## src/hw/rtl/lbr_pkg.sv

```systemverilog
// Shared types and constants of the letterbox bilinear resampler.
package lbr_pkg;

   localparam int CHANNELS      = 3;
   localparam int DEF_MAX_SRC_W = 256;
   localparam int DEF_MAX_SRC_H = 256;

   localparam logic [15:0] FILL_Q88 = 16'd32640;
   localparam logic        FUNC_LOAD  = 1'b0;
   localparam logic        FUNC_QUERY = 1'b1;

   // Configuration register indexes
   typedef enum logic [2:0] {
      CSR_SRC_WIDTH  = 3'd0,
      CSR_SRC_HEIGHT = 3'd1,
      CSR_NEW_WIDTH  = 3'd2,
      CSR_NEW_HEIGHT = 3'd3,
      CSR_X_STEP     = 3'd4,
      CSR_Y_STEP     = 3'd5,
      CSR_PAD_LEFT   = 3'd6,
      CSR_PAD_TOP    = 3'd7
   } csr_index_type;

   // Control that travels with the bank read data into the interpolator
   typedef struct packed {
      logic        valid;
      logic        pad;
      logic [15:0] fx;
      logic [15:0] fy;
      logic        ix_odd;
      logic        iy_odd;
      logic        col_same;
      logic        row_same;
   } tap_type;

endpackage

```

## src/hw/rtl/lbr_bank.sv

```systemverilog
// One source bank: one write port, one read port with registered read data.
module lbr_bank
   import lbr_pkg::*;
#(
   parameter int DEPTH = 16,
   parameter int AW    = 4
) (
   input  logic          clock,
   input  logic          wr_en,
   input  logic [AW-1:0] wr_addr,
   input  logic [7:0]    wr_data,
   input  logic          rd_en,
   input  logic [AW-1:0] rd_addr,
   output logic [7:0]    rd_data
);

   logic [7:0] mem_ff [DEPTH];
   logic [7:0] rd_data_ff;

   always_ff @(posedge clock) begin
      if (wr_en) begin
         mem_ff[wr_addr] <= wr_data;
      end
   end

   // Read data holds while the consumer stalls
   always_ff @(posedge clock) begin
      if (rd_en) begin
         rd_data_ff <= mem_ff[rd_addr];
      end
   end

   assign rd_data = rd_data_ff;

endmodule

```

## config.mk

```make
export PLATFORM = sky130hd
export DESIGN_NAME = lbr_bank
export DESIGN_NICKNAME = d
export VERILOG_FILES = /design/src/hw/rtl/lbr_pkg.sv /design/src/hw/rtl/lbr_bank.sv
export SDC_FILE = /design/constraint.sdc
export NUM_CORES = 1
export LEC_CHECK = 0
export BUFFER_PORTS_ARGS = -buffer_cell sky130_fd_sc_hd__buf_4
export CELL_PAD_IN_SITES_DETAIL_PLACEMENT = 0
export CELL_PAD_IN_SITES_GLOBAL_PLACEMENT = 2
export CORE_ASPECT_RATIO = 1.2
export CORE_UTILIZATION = 48
export CTS_BUF_LIST = sky130_fd_sc_hd__clkbuf_16
export DETAILED_ROUTE_END_ITERATION = 8
export GPL_ROUTABILITY_DRIVEN = 0
export PLACE_DENSITY = 0.74
export SYNTH_ARGS = -nofsm -noshare
export SYNTH_HDL_FRONTEND = slang
export SYNTH_SLANG_ARGS = --single-unit
```

## constraint.sdc

```tcl
create_clock -name clock -period 2.3 [get_ports clock]
set_input_delay 0.345 -clock clock [delete_from_list [all_inputs] [get_ports clock]]
set_output_delay 0.345 -clock clock [all_outputs]
set_load 0.05 [all_outputs]
```

==> run_results.csv <==
group,metric,value,unit
timing,final_hold_viol_count,0,
worst_setup_path,r2r_cells,3,
floorplan,num_io_pins,27,
cts,cts_root_buf,"clkbuf_16",
worst_setup_path,crit_type,"input port to register",
final_layout,layout_commonest_cell,"edfxtp_1",
synthesis,synth_area,5230,sq um
global_routing,grt_max_degree,33,
final_layout,fin_nets,303,
worst_setup_path,rrSetupSlack,840,ps
final_layout,final_cell_mix,"edfxtp_1 (136), buf_4 (44), mux4_2 (18), clkbuf_16 (17), a22oi_1 (16)",
floorplan,row_count,41,
final_layout,area_growth,19.0,%
synthesis,syn-instance-count,229,
synthesis,synthesis.nets,248,
placed_design,io_buffer_count,26,
final_layout,layout-drive-gt1-share,30.0,%
routing,vias,2417,
routing,vias_per_cell,5.67,
global_routing,grt-ovfl-total,0,
routing,drt_iter0_drc,238,
synthesis,synth_xor_area_share,0,%
run,cap_violations,0,
synthesis,synth_top_family_by_area,"multiplexers",
worst_setup_path,cp.required,2450,ps
cts,post_cts_buffers,0,
timing,period_minus_slack,1570,ps
synthesis,ys_ff_latch,136,
floorplan,die_h,116,microns
cts,cts.reportedPaths.clkPinSlew,60,ps
worst_setup_path,end_kind,"register",
floorplan,fp.dieW,97.3,microns
cts,cts_made_buffers,17,
synthesis,yosysSeqAreaShare,78.1,%
timing,worst_pin_slew,437,ps
timing,fin_tns_setup,0,ps
synthesis,ys_warn_count,0,
cts,ctsResizeCount,0,
routing,routedWlPerCell,23.4,microns
floorplan,core_area,10600,sq um
cts,cts_tree,"yes",
synthesis,synthMuxAreaShare,14.8,%
worst_setup_path,critical_path_arrival,1720,ps
synthesis,synth_fa_ha_area_share,0,%
cts,clock-sinks,136,
routing,drc,0,
global_routing,grt_pass1_vias,2484,
pwr,vdd_drop_max,0.510,mV
cts,clock_path_buffers,2,
floorplan,start_util,49.5,%
worst_setup_path,crit_fanout,15,
worst_hold_path,worstHoldStart,"rd_en",
final_layout,n_antenna_cell,0,
synthesis,post_synth_and_or_nand_nor_area_fraction,3.14,%
timing,fmax,636,MHz
global_routing,grt_use_total,19.3,%
floorplan,dieArea,11300,sq um
synthesis,synth_compound_area_share,2.30,%
final_layout,post-route-util,58.9,%
timing,grt_setup_unrepaired,"false",
worst_setup_path,crit_path_start_kind,"input port",
worst_setup_path,timing.rr.start,"mem_ff[2][4]$_DFFE_PP_",
routing,first_pass_iters,4,
timing,period_share,68.3,%
synthesis,synthDistinctLibCells,18,
worst_hold_path,hold_depth,1,
timing,skew,8.54,ps
cts,cts_hold_buf,0,
worst_hold_path,min_to,"rd_data[7]$_DFFE_PP_",
timing,relSlewSlack,70.9,%
global_routing,antenna_found_initial,0,
routing,ant_nets,0,
pwr,power_density,901,nW/um^2
global_routing,grt_pass1_wl,15.0,mm
pwr,power.leakage,2.13,nW
timing,drv_slew,0,
cts,h-tree-depth,4,
cts,clk_latency,410,ps
synthesis,synth.avg_cell_area,22.8,sq um
routing,totalWireLength,9.96,mm
worst_hold_path,min_path_type,"input port to register",
worst_setup_path,worst_r2r_endpoint,"rd_data[4]$_DFFE_PP_",
run_status,status,"complete, no violations",
timing,setup_viol,0,
==> area by class of cell <==
cell class	count	area, sq um
clock inverter	15	121
fill	765	4350
tap	129	161
timing repair buffer	46	370
clock buffer	17	425
multi-input combinational	83	1060
sequential	136	4080
==> logic make-up (layout without fill, tap and decap cells) <==
family,after synthesis,after routing
DFF,136,136
and+or+nand+nor,35,35
muxes,32,32
AOI/OAI and AO/OA,16,16
buffers and inverters,10,78
==> registers in the layout, summed over array words and instances (netlist names) <==
name / cells
mem_ff: 128
rd_data: 8
==> worst max path at each step <==
stage          startpoint                      to  slack [ps]  cells after the start
6_report       rd_addr[0]    rd_data[2]$_DFFE_PP_         730                      5
5_1_grt        rd_addr[0]    rd_data[2]$_DFFE_PP_         650                      5
2_1_floorplan  wr_addr[2]  mem_ff[0][0]$_DFFE_PP_         460                      2
4_1_cts        rd_addr[0]    rd_data[2]$_DFFE_PP_         730                      5
3_3_place_gp   rd_addr[0]    rd_data[2]$_DFFE_PP_         320                      5
3_5_place_dp   rd_addr[0]    rd_data[2]$_DFFE_PP_         300                      5
==> worst max-delay path: stages <==
cell     delay [ps]
buf_4           290
buf_12          200
mux4_1          580
a22oi_1         210
nand2_1          80
==> synth_stat cells <==
cell type	instances	area share [%]
a22oi_1	16	2.3
and2_1	1	0.12
and2b_1	1	0.14
buf_2	3	0.29
buf_4	1	0.14
buf_6	3	0.65
clkdlybuf4s25_2	3	0.57
edfxtp_1	136	78
mux4_1	14	7.0
mux4_2	18	7.8
nand2_1	9	0.65
nand2b_1	2	0.24
nand3_1	1	0.096
nand3b_1	2	0.29
nor2_1	13	0.93
nor2b_1	1	0.12
nor3_1	4	0.38
or3b_2	1	0.17
==> stage by stage <==
step                instances  total power [mW]  area, sq um  setup slack, ps  hold WS, ps
floorplan                 229              3.04         5230              462          444
global placement          394              3.17         5670              316          648
detailed placement        394              3.17         5670              302          652
CTS                       426              5.63         6220              731          227
global route              426              5.76         6220              654          231
finish                    426              5.60         6220              729          232
==> layer usage <==
metal	track usage, %	routed length [microns]
met5	0	0
met1	25.5	4260
met3	5.86	595
met4	7.35	109
met2	30.8	5000
==> power by group <==
group          total, mW  leakage (nW)  internal (mW)  switching [mW]
clock               2.49         0.281           1.55           0.931
sequential          2.81          1.24           2.79          0.0131
combinational      0.310         0.610          0.127           0.183
Note: power is estimated with default switching activity, not from simulation.
