<file path="src/hw/rtl/lbr_pkg.sv">
// Shared types and constants of the letterbox bilinear resampler.
package lbr_pkg;

   localparam int CHANNELS      = 3;
   localparam int DEF_MAX_SRC_W = 256;
   localparam int DEF_MAX_SRC_H = 256;

   localparam logic [15:0] FILL_Q88 = 16'd32640;
   localparam logic        FUNC_LOAD  = 1'b0;
   localparam logic        FUNC_QUERY = 1'b1;

   // Configuration register indexes
   typedef enum logic [2:0] {
      CSR_SRC_WIDTH  = 3'd0,
      CSR_SRC_HEIGHT = 3'd1,
      CSR_NEW_WIDTH  = 3'd2,
      CSR_NEW_HEIGHT = 3'd3,
      CSR_X_STEP     = 3'd4,
      CSR_Y_STEP     = 3'd5,
      CSR_PAD_LEFT   = 3'd6,
      CSR_PAD_TOP    = 3'd7
   } csr_index_type;

   // Control that travels with the bank read data into the interpolator
   typedef struct packed {
      logic        valid;
      logic        pad;
      logic [15:0] fx;
      logic [15:0] fy;
      logic        ix_odd;
      logic        iy_odd;
      logic        col_same;
      logic        row_same;
   } tap_type;

endpackage

</file>
<file path="src/hw/rtl/lbr_interp.sv">
// Column and row interpolation stages and the result register.
module lbr_interp
   import lbr_pkg::*;
(
   input  logic            clock,
   input  logic            reset,
   input  tap_type         tap,
   input  logic [3:0][7:0] rdata,
   output logic            tap_ready,
   output logic            rsp_valid,
   input  logic            rsp_ready,
   output logic [15:0]     rsp_sample_value,
   output logic            rsp_is_padding
);

   logic        en_d, en_e, en_o;
   logic        d_valid_ff, d_pad_ff;
   logic [23:0] d_h0_ff, d_h1_ff;
   logic [15:0] d_fy_ff;
   logic        e_valid_ff, e_pad_ff;
   logic [40:0] e_m0_ff, e_m1_ff;
   logic        o_valid_ff, o_pad_ff;
   logic [15:0] o_value_ff;

   logic [16:0] wx0;
   logic [7:0]  p00, p01, p10, p11;
   logic [1:0]  r0, r1;
   logic        c0, c1;
   logic [23:0] h0_in, h1_in;
   logic [40:0] m0_in, m1_in, sum;
   logic [15:0] value_in;

   // Stage enables, collapsing bubbles
   assign en_o      = !o_valid_ff || rsp_ready;
   assign en_e      = !e_valid_ff || en_o;
   assign en_d      = !d_valid_ff || en_e;
   assign tap_ready = !tap.valid || en_d;

   // Pick the four neighbors from the parity banks
   always_comb begin
      c0  = tap.ix_odd;
      c1  = tap.col_same ? tap.ix_odd : !tap.ix_odd;
      r0  = {tap.iy_odd, 1'b0};
      r1  = {(tap.row_same ? tap.iy_odd : !tap.iy_odd), 1'b0};
      p00 = rdata[r0 | {1'b0, c0}];
      p01 = rdata[r0 | {1'b0, c1}];
      p10 = rdata[r1 | {1'b0, c0}];
      p11 = rdata[r1 | {1'b0, c1}];
      wx0 = 17'h10000 - {1'b0, tap.fx};
      h0_in = ({7'b0, wx0} * {16'b0, p00}) + ({16'b0, p01} * {8'b0, tap.fx});
      h1_in = ({7'b0, wx0} * {16'b0, p10}) + ({16'b0, p11} * {8'b0, tap.fx});
   end

   // Column pass register
   always_ff @(posedge clock) begin
      if (reset) begin
         d_valid_ff <= 1'b0;
      end else if (en_d) begin
         d_valid_ff <= tap.valid;
      end
      if (en_d) begin
         d_pad_ff <= tap.pad;
         d_h0_ff  <= h0_in;
         d_h1_ff  <= h1_in;
         d_fy_ff  <= tap.fy;
      end
   end

   // Row pass products
   assign m0_in = {24'b0, 17'h10000 - {1'b0, d_fy_ff}} * {17'b0, d_h0_ff};
   assign m1_in = {25'b0, d_fy_ff} * {17'b0, d_h1_ff};

   always_ff @(posedge clock) begin
      if (reset) begin
         e_valid_ff <= 1'b0;
      end else if (en_e) begin
         e_valid_ff <= d_valid_ff;
      end
      if (en_e) begin
         e_pad_ff <= d_pad_ff;
         e_m0_ff  <= m0_in;
         e_m1_ff  <= m1_in;
      end
   end

   // Sum and round half up to Q8.8
   assign sum      = e_m0_ff + e_m1_ff + 41'h800000;
   assign value_in = e_pad_ff ? FILL_Q88 : sum[39:24];

   always_ff @(posedge clock) begin
      if (reset) begin
         o_valid_ff <= 1'b0;
      end else if (en_o) begin
         o_valid_ff <= e_valid_ff;
      end
      if (en_o) begin
         o_pad_ff   <= e_pad_ff;
         o_value_ff <= value_in;
      end
   end

   assign rsp_valid        = o_valid_ff;
   assign rsp_sample_value = o_value_ff;
   assign rsp_is_padding   = o_pad_ff;

   a_hold_d: assert property (@(posedge clock) disable iff (reset)
      d_valid_ff && !en_e |=> d_valid_ff && $stable(d_h0_ff) && $stable(d_h1_ff))
      else $error("column stage lost data under stall");

   a_range: assert property (@(posedge clock) disable iff (reset)
      rsp_valid && !rsp_is_padding |-> rsp_sample_value <= 16'hFF00)
      else $error("interpolated value above full scale");

   a_reset: assert property (@(posedge clock)
      reset |=> !rsp_valid)
      else $error("result valid right after reset");

endmodule
</file>
<file path="config.mk">
export PLATFORM = sky130hd
export DESIGN_NAME = lbr_interp
export DESIGN_NICKNAME = d
export VERILOG_FILES = /design/src/hw/rtl/lbr_pkg.sv /design/src/hw/rtl/lbr_interp.sv
export SDC_FILE = /design/constraint.sdc
export NUM_CORES = 2
export LEC_CHECK = 0
export BUFFER_PORTS_ARGS = -buffer_cell sky130_fd_sc_hd__buf_2
export CELL_PAD_IN_SITES_DETAIL_PLACEMENT = 1
export CELL_PAD_IN_SITES_GLOBAL_PLACEMENT = 1
export CORE_ASPECT_RATIO = 1.5
export CORE_MARGIN = 2
export CORE_UTILIZATION = 40
export CTS_BUF_LIST = sky130_fd_sc_hd__clkbuf_8
export DETAILED_ROUTE_END_ITERATION = 10
export PLACE_DENSITY = 0.78
export SLEW_MARGIN = 20
export SYNTH_ARGS = -nofsm -noshare
export SYNTH_HDL_FRONTEND = slang
export SYNTH_SLANG_ARGS = --single-unit
</file>
<file path="constraint.sdc">
create_clock -name clock -period 19.7 [get_ports clock]
set_input_delay 1.97 -clock clock [delete_from_list [all_inputs] [get_ports clock]]
set_output_delay 1.97 -clock clock [all_outputs]
set_load 0.02 [all_outputs]
</file>
==> flow_summary.toml <==
[run_status]
status = "finished clean"

[clocking]
cts_tree = "built"
numCtsBuffers = 17
htree_num_levels = 4
postCtsSetupBuffers = 0
path_clk_slew_ns = 0.11
cts_sinks = 166
ctsHoldBuffers = 0
clk_latency_ns = 0.58
clock_path_buffers = 2
cts-root-buf = "clkbuf_8"
postCtsResizedCells = 0

[critical_path]
r2r_slack_ns = 10.37
reg2regPathDepth = 25
worstPathRequired_ns = 20.04
cp-startpoint = "d_fy_ff[4]$_DFFE_PP_"
crit_arrival_ns = 9.67
path_class = "flip-flop to flip-flop"
cp-end-kind = "flip-flop"
r2r-end = "e_m0_ff[39]$_DFFE_PP_"
start_kind = "flip-flop"
crit_path_max_fanout = 28
crit_end = "e_m0_ff[39]$_DFFE_PP_"
crit-reg2reg-launch = "d_fy_ff[4]$_DFFE_PP_"

[min_path]
min_path_type = "flip-flop to flip-flop"

[drt]
wirelength_microns = 145000
ant_nets = 0
wl_per_cell_microns = 21.2
first_pass_iters = 7
vias = 36000
initialDrtViolationCount = 1529
drc = 0
viasPerCell = 5.28

[job]
drv_cap = 0

[sta]
hold_viol_final = 0
clock_skew_ns = 0.0275
tns_ns = 0
fmax_mhz = 107
tightestPinTransition_ns = 1.11
period_share = 0.473
drv_slew = 0
slew_headroom = 0.258
finalWorstPathRequiredPeriod_ns = 9.33
final-setup-viol-count = 0
rsz0062_at_grt = "false"

[synth]
yosys_most_used_dff = "edfxtp_1"
ys_top_cells_by_area = "fa_1, ha_1, edfxtp_1, inv_1, nand2_1"
synth_seq_area_share = 0.101
syn_inst = 5262
synthArstFlopShare = 0
synth_edf_count = 163
synth_commonest_cells = "inv_1, fa_1, nand2_1"
syn-num-nets = 6837
synth_top_area_share = 0.432
yosysWarnings = 0
synth.most_common_cell = "inv_1"
ys_ff_latch = 166
syn_area_sq_mm = 0.0491
yosysUniqueCellTypes = 68
synth_area_per_cell_sq_um = 9.33
synth_top_area_cell = "fa_1"

[floorplanning]
die_height_microns = 433
ios = 92
coreArea_sq_mm = 0.122
chipWidth_microns = 290
start_util = 0.403
row_count = 157
die-area_sq_mm = 0.126

[global_route]
antenna_found_initial = 4
grt_pass1_vias = 42800
grt_overflow = 0
grt_max_degree = 82
grt.total_usage = 0.236
grt_first_pass_wirelength_microns = 230000

[placement]
gp_congestion = 0.934
placed_cells = 6782
dp_hpwl_microns = 116000
portBuffers = 91

[layout]
layout.cells.non_filler = 6818
drive_above_1_share = 0.0482
area_growth_pct = 5.60
final_nets = 6787
## how the worst min path moves through the flow
stage                  startpoint                  to  cells past startpoint
2_1_floorplan  d_pad_ff$_DFFE_PP_  e_pad_ff$_DFFE_PP_                      0
3_3_place_gp   d_pad_ff$_DFFE_PP_  e_pad_ff$_DFFE_PP_                      0
3_5_place_dp   d_pad_ff$_DFFE_PP_  e_pad_ff$_DFFE_PP_                      0
4_1_cts        d_pad_ff$_DFFE_PP_  e_pad_ff$_DFFE_PP_                      0
5_1_grt        d_pad_ff$_DFFE_PP_  e_pad_ff$_DFFE_PP_                      0
6_report       d_pad_ff$_DFFE_PP_  e_pad_ff$_DFFE_PP_                      0
## critical path, cell delays in order, from the launching register on
cell	delay [ns]
edfxtp_1	0.38
buf_4	0.26
or4_1	0.58
o21ai_0	0.61
and2_0	0.57
buf_4	0.39
nand2_1	0.12
fa_1	0.55
inv_1	0.05
fa_1	0.47
inv_1	0.06
fa_1	0.50
fa_1	0.52
fa_1	0.50
inv_1	0.05
fa_1	0.44
ha_1	0.37
a21o_1	0.20
a21o_1	0.17
a21o_1	0.17
a41o_1	0.28
a2111oi_0	0.80
o31ai_1	0.27
a211o_1	0.32
a21oi_1	0.17
xnor2_1	0.22
## area by class of cell
cell class                      instances  area [sq um]
Inverter                             1169          4390
Multi-Input combinational cell       3692         39100
Timing Repair Buffer                  166          1040
Antenna cell                            3          7.51
Clock buffer                           17           234
Tap cell                             1590          1990
Fill cell                           14100         70100
Clock inverter                         15           176
Sequential cell                       166          4950
## state kept, by name, indices dropped and copies added, names as in the netlist
signal / flops
d_h1_ff: 24
d_valid_ff: 1
e_m0_ff: 40
rsp_is_padding: 1
d_fy_ff: 16
rsp_valid: 1
rsp_sample_value: 16
e_valid_ff: 1
e_m1_ff: 40
d_h0_ff: 24
d_pad_ff: 1
e_pad_ff: 1
## per-stage QoR
stage	util	worst slack, ns	instance area (sq um)	hold WS (ns)
floorplan	-	10.38	49100	0.400
global placement	0.421	10.09	51400	0.404
detailed placement	0.421	9.87	51400	0.425
CTS	0.425	10.36	51800	0.440
global route	0.425	10.04	51900	0.451
finish	0.425	10.37	51900	0.437
## per-layer routing
metal | vias up | global-route usage | wire length, microns
li1 | 15700 | - | -
met1 | 19000 | 0.254 | 52600
met2 | 892 | 0.458 | 79400
met3 | 390 | 0.0218 | 5090
met4 | 0 | 0.119 | 7650
met5 | - | 0 | 0
## logic make-up (layout without fill, tap and decap cells)
kind of cell | after synthesis | count (layout) | share of synthesized area
compound gates | 349 | 349 | 0.0477
xor+xnor | 159 | 159 | 0.0284
fa+ha+maj | 1502 | 1502 | 0.545
buf+inv | 1404 | 1367 | 0.107
flops | 166 | 166 | 0.101
mux | 51 | 51 | 0.0145
other cells | 0 | 3 | 0
simple gates | 1631 | 1631 | 0.156
## placed cells by master, fill, tap and decap left out, drive strengths merged, types with 5 or more instances in the layout
| cell type | n |
|---|---|
| nor2 | 80 |
| fa | 1060 |
| mux2i | 34 |
| mux4 | 16 |
| o21a | 21 |
| or3 | 13 |
| nand2b | 26 |
| nor2b | 17 |
| nand4 | 13 |
| xor2 | 40 |
| o211ai | 12 |
| a2111oi | 6 |
| a31oi | 10 |
| xnor2 | 119 |
| nand2 | 907 |
| o31ai | 6 |
| o21ai | 54 |
| a211oi | 14 |
| nor4 | 10 |
| ha | 442 |
| or2 | 5 |
| and3 | 18 |
| edfxtp | 163 |
| o21bai | 22 |
| a21o | 55 |
| clkbuf | 17 |
| nor3 | 33 |
| a221oi | 5 |
| and2 | 462 |
| clkinv | 5 |
| nand3 | 34 |
| inv | 1177 |
| a21oi | 105 |
| buf | 166 |
Power is left out: the tool's default activity adds up to more than one toggle a clock period on the data nets, which glitch-free logic cannot reach.
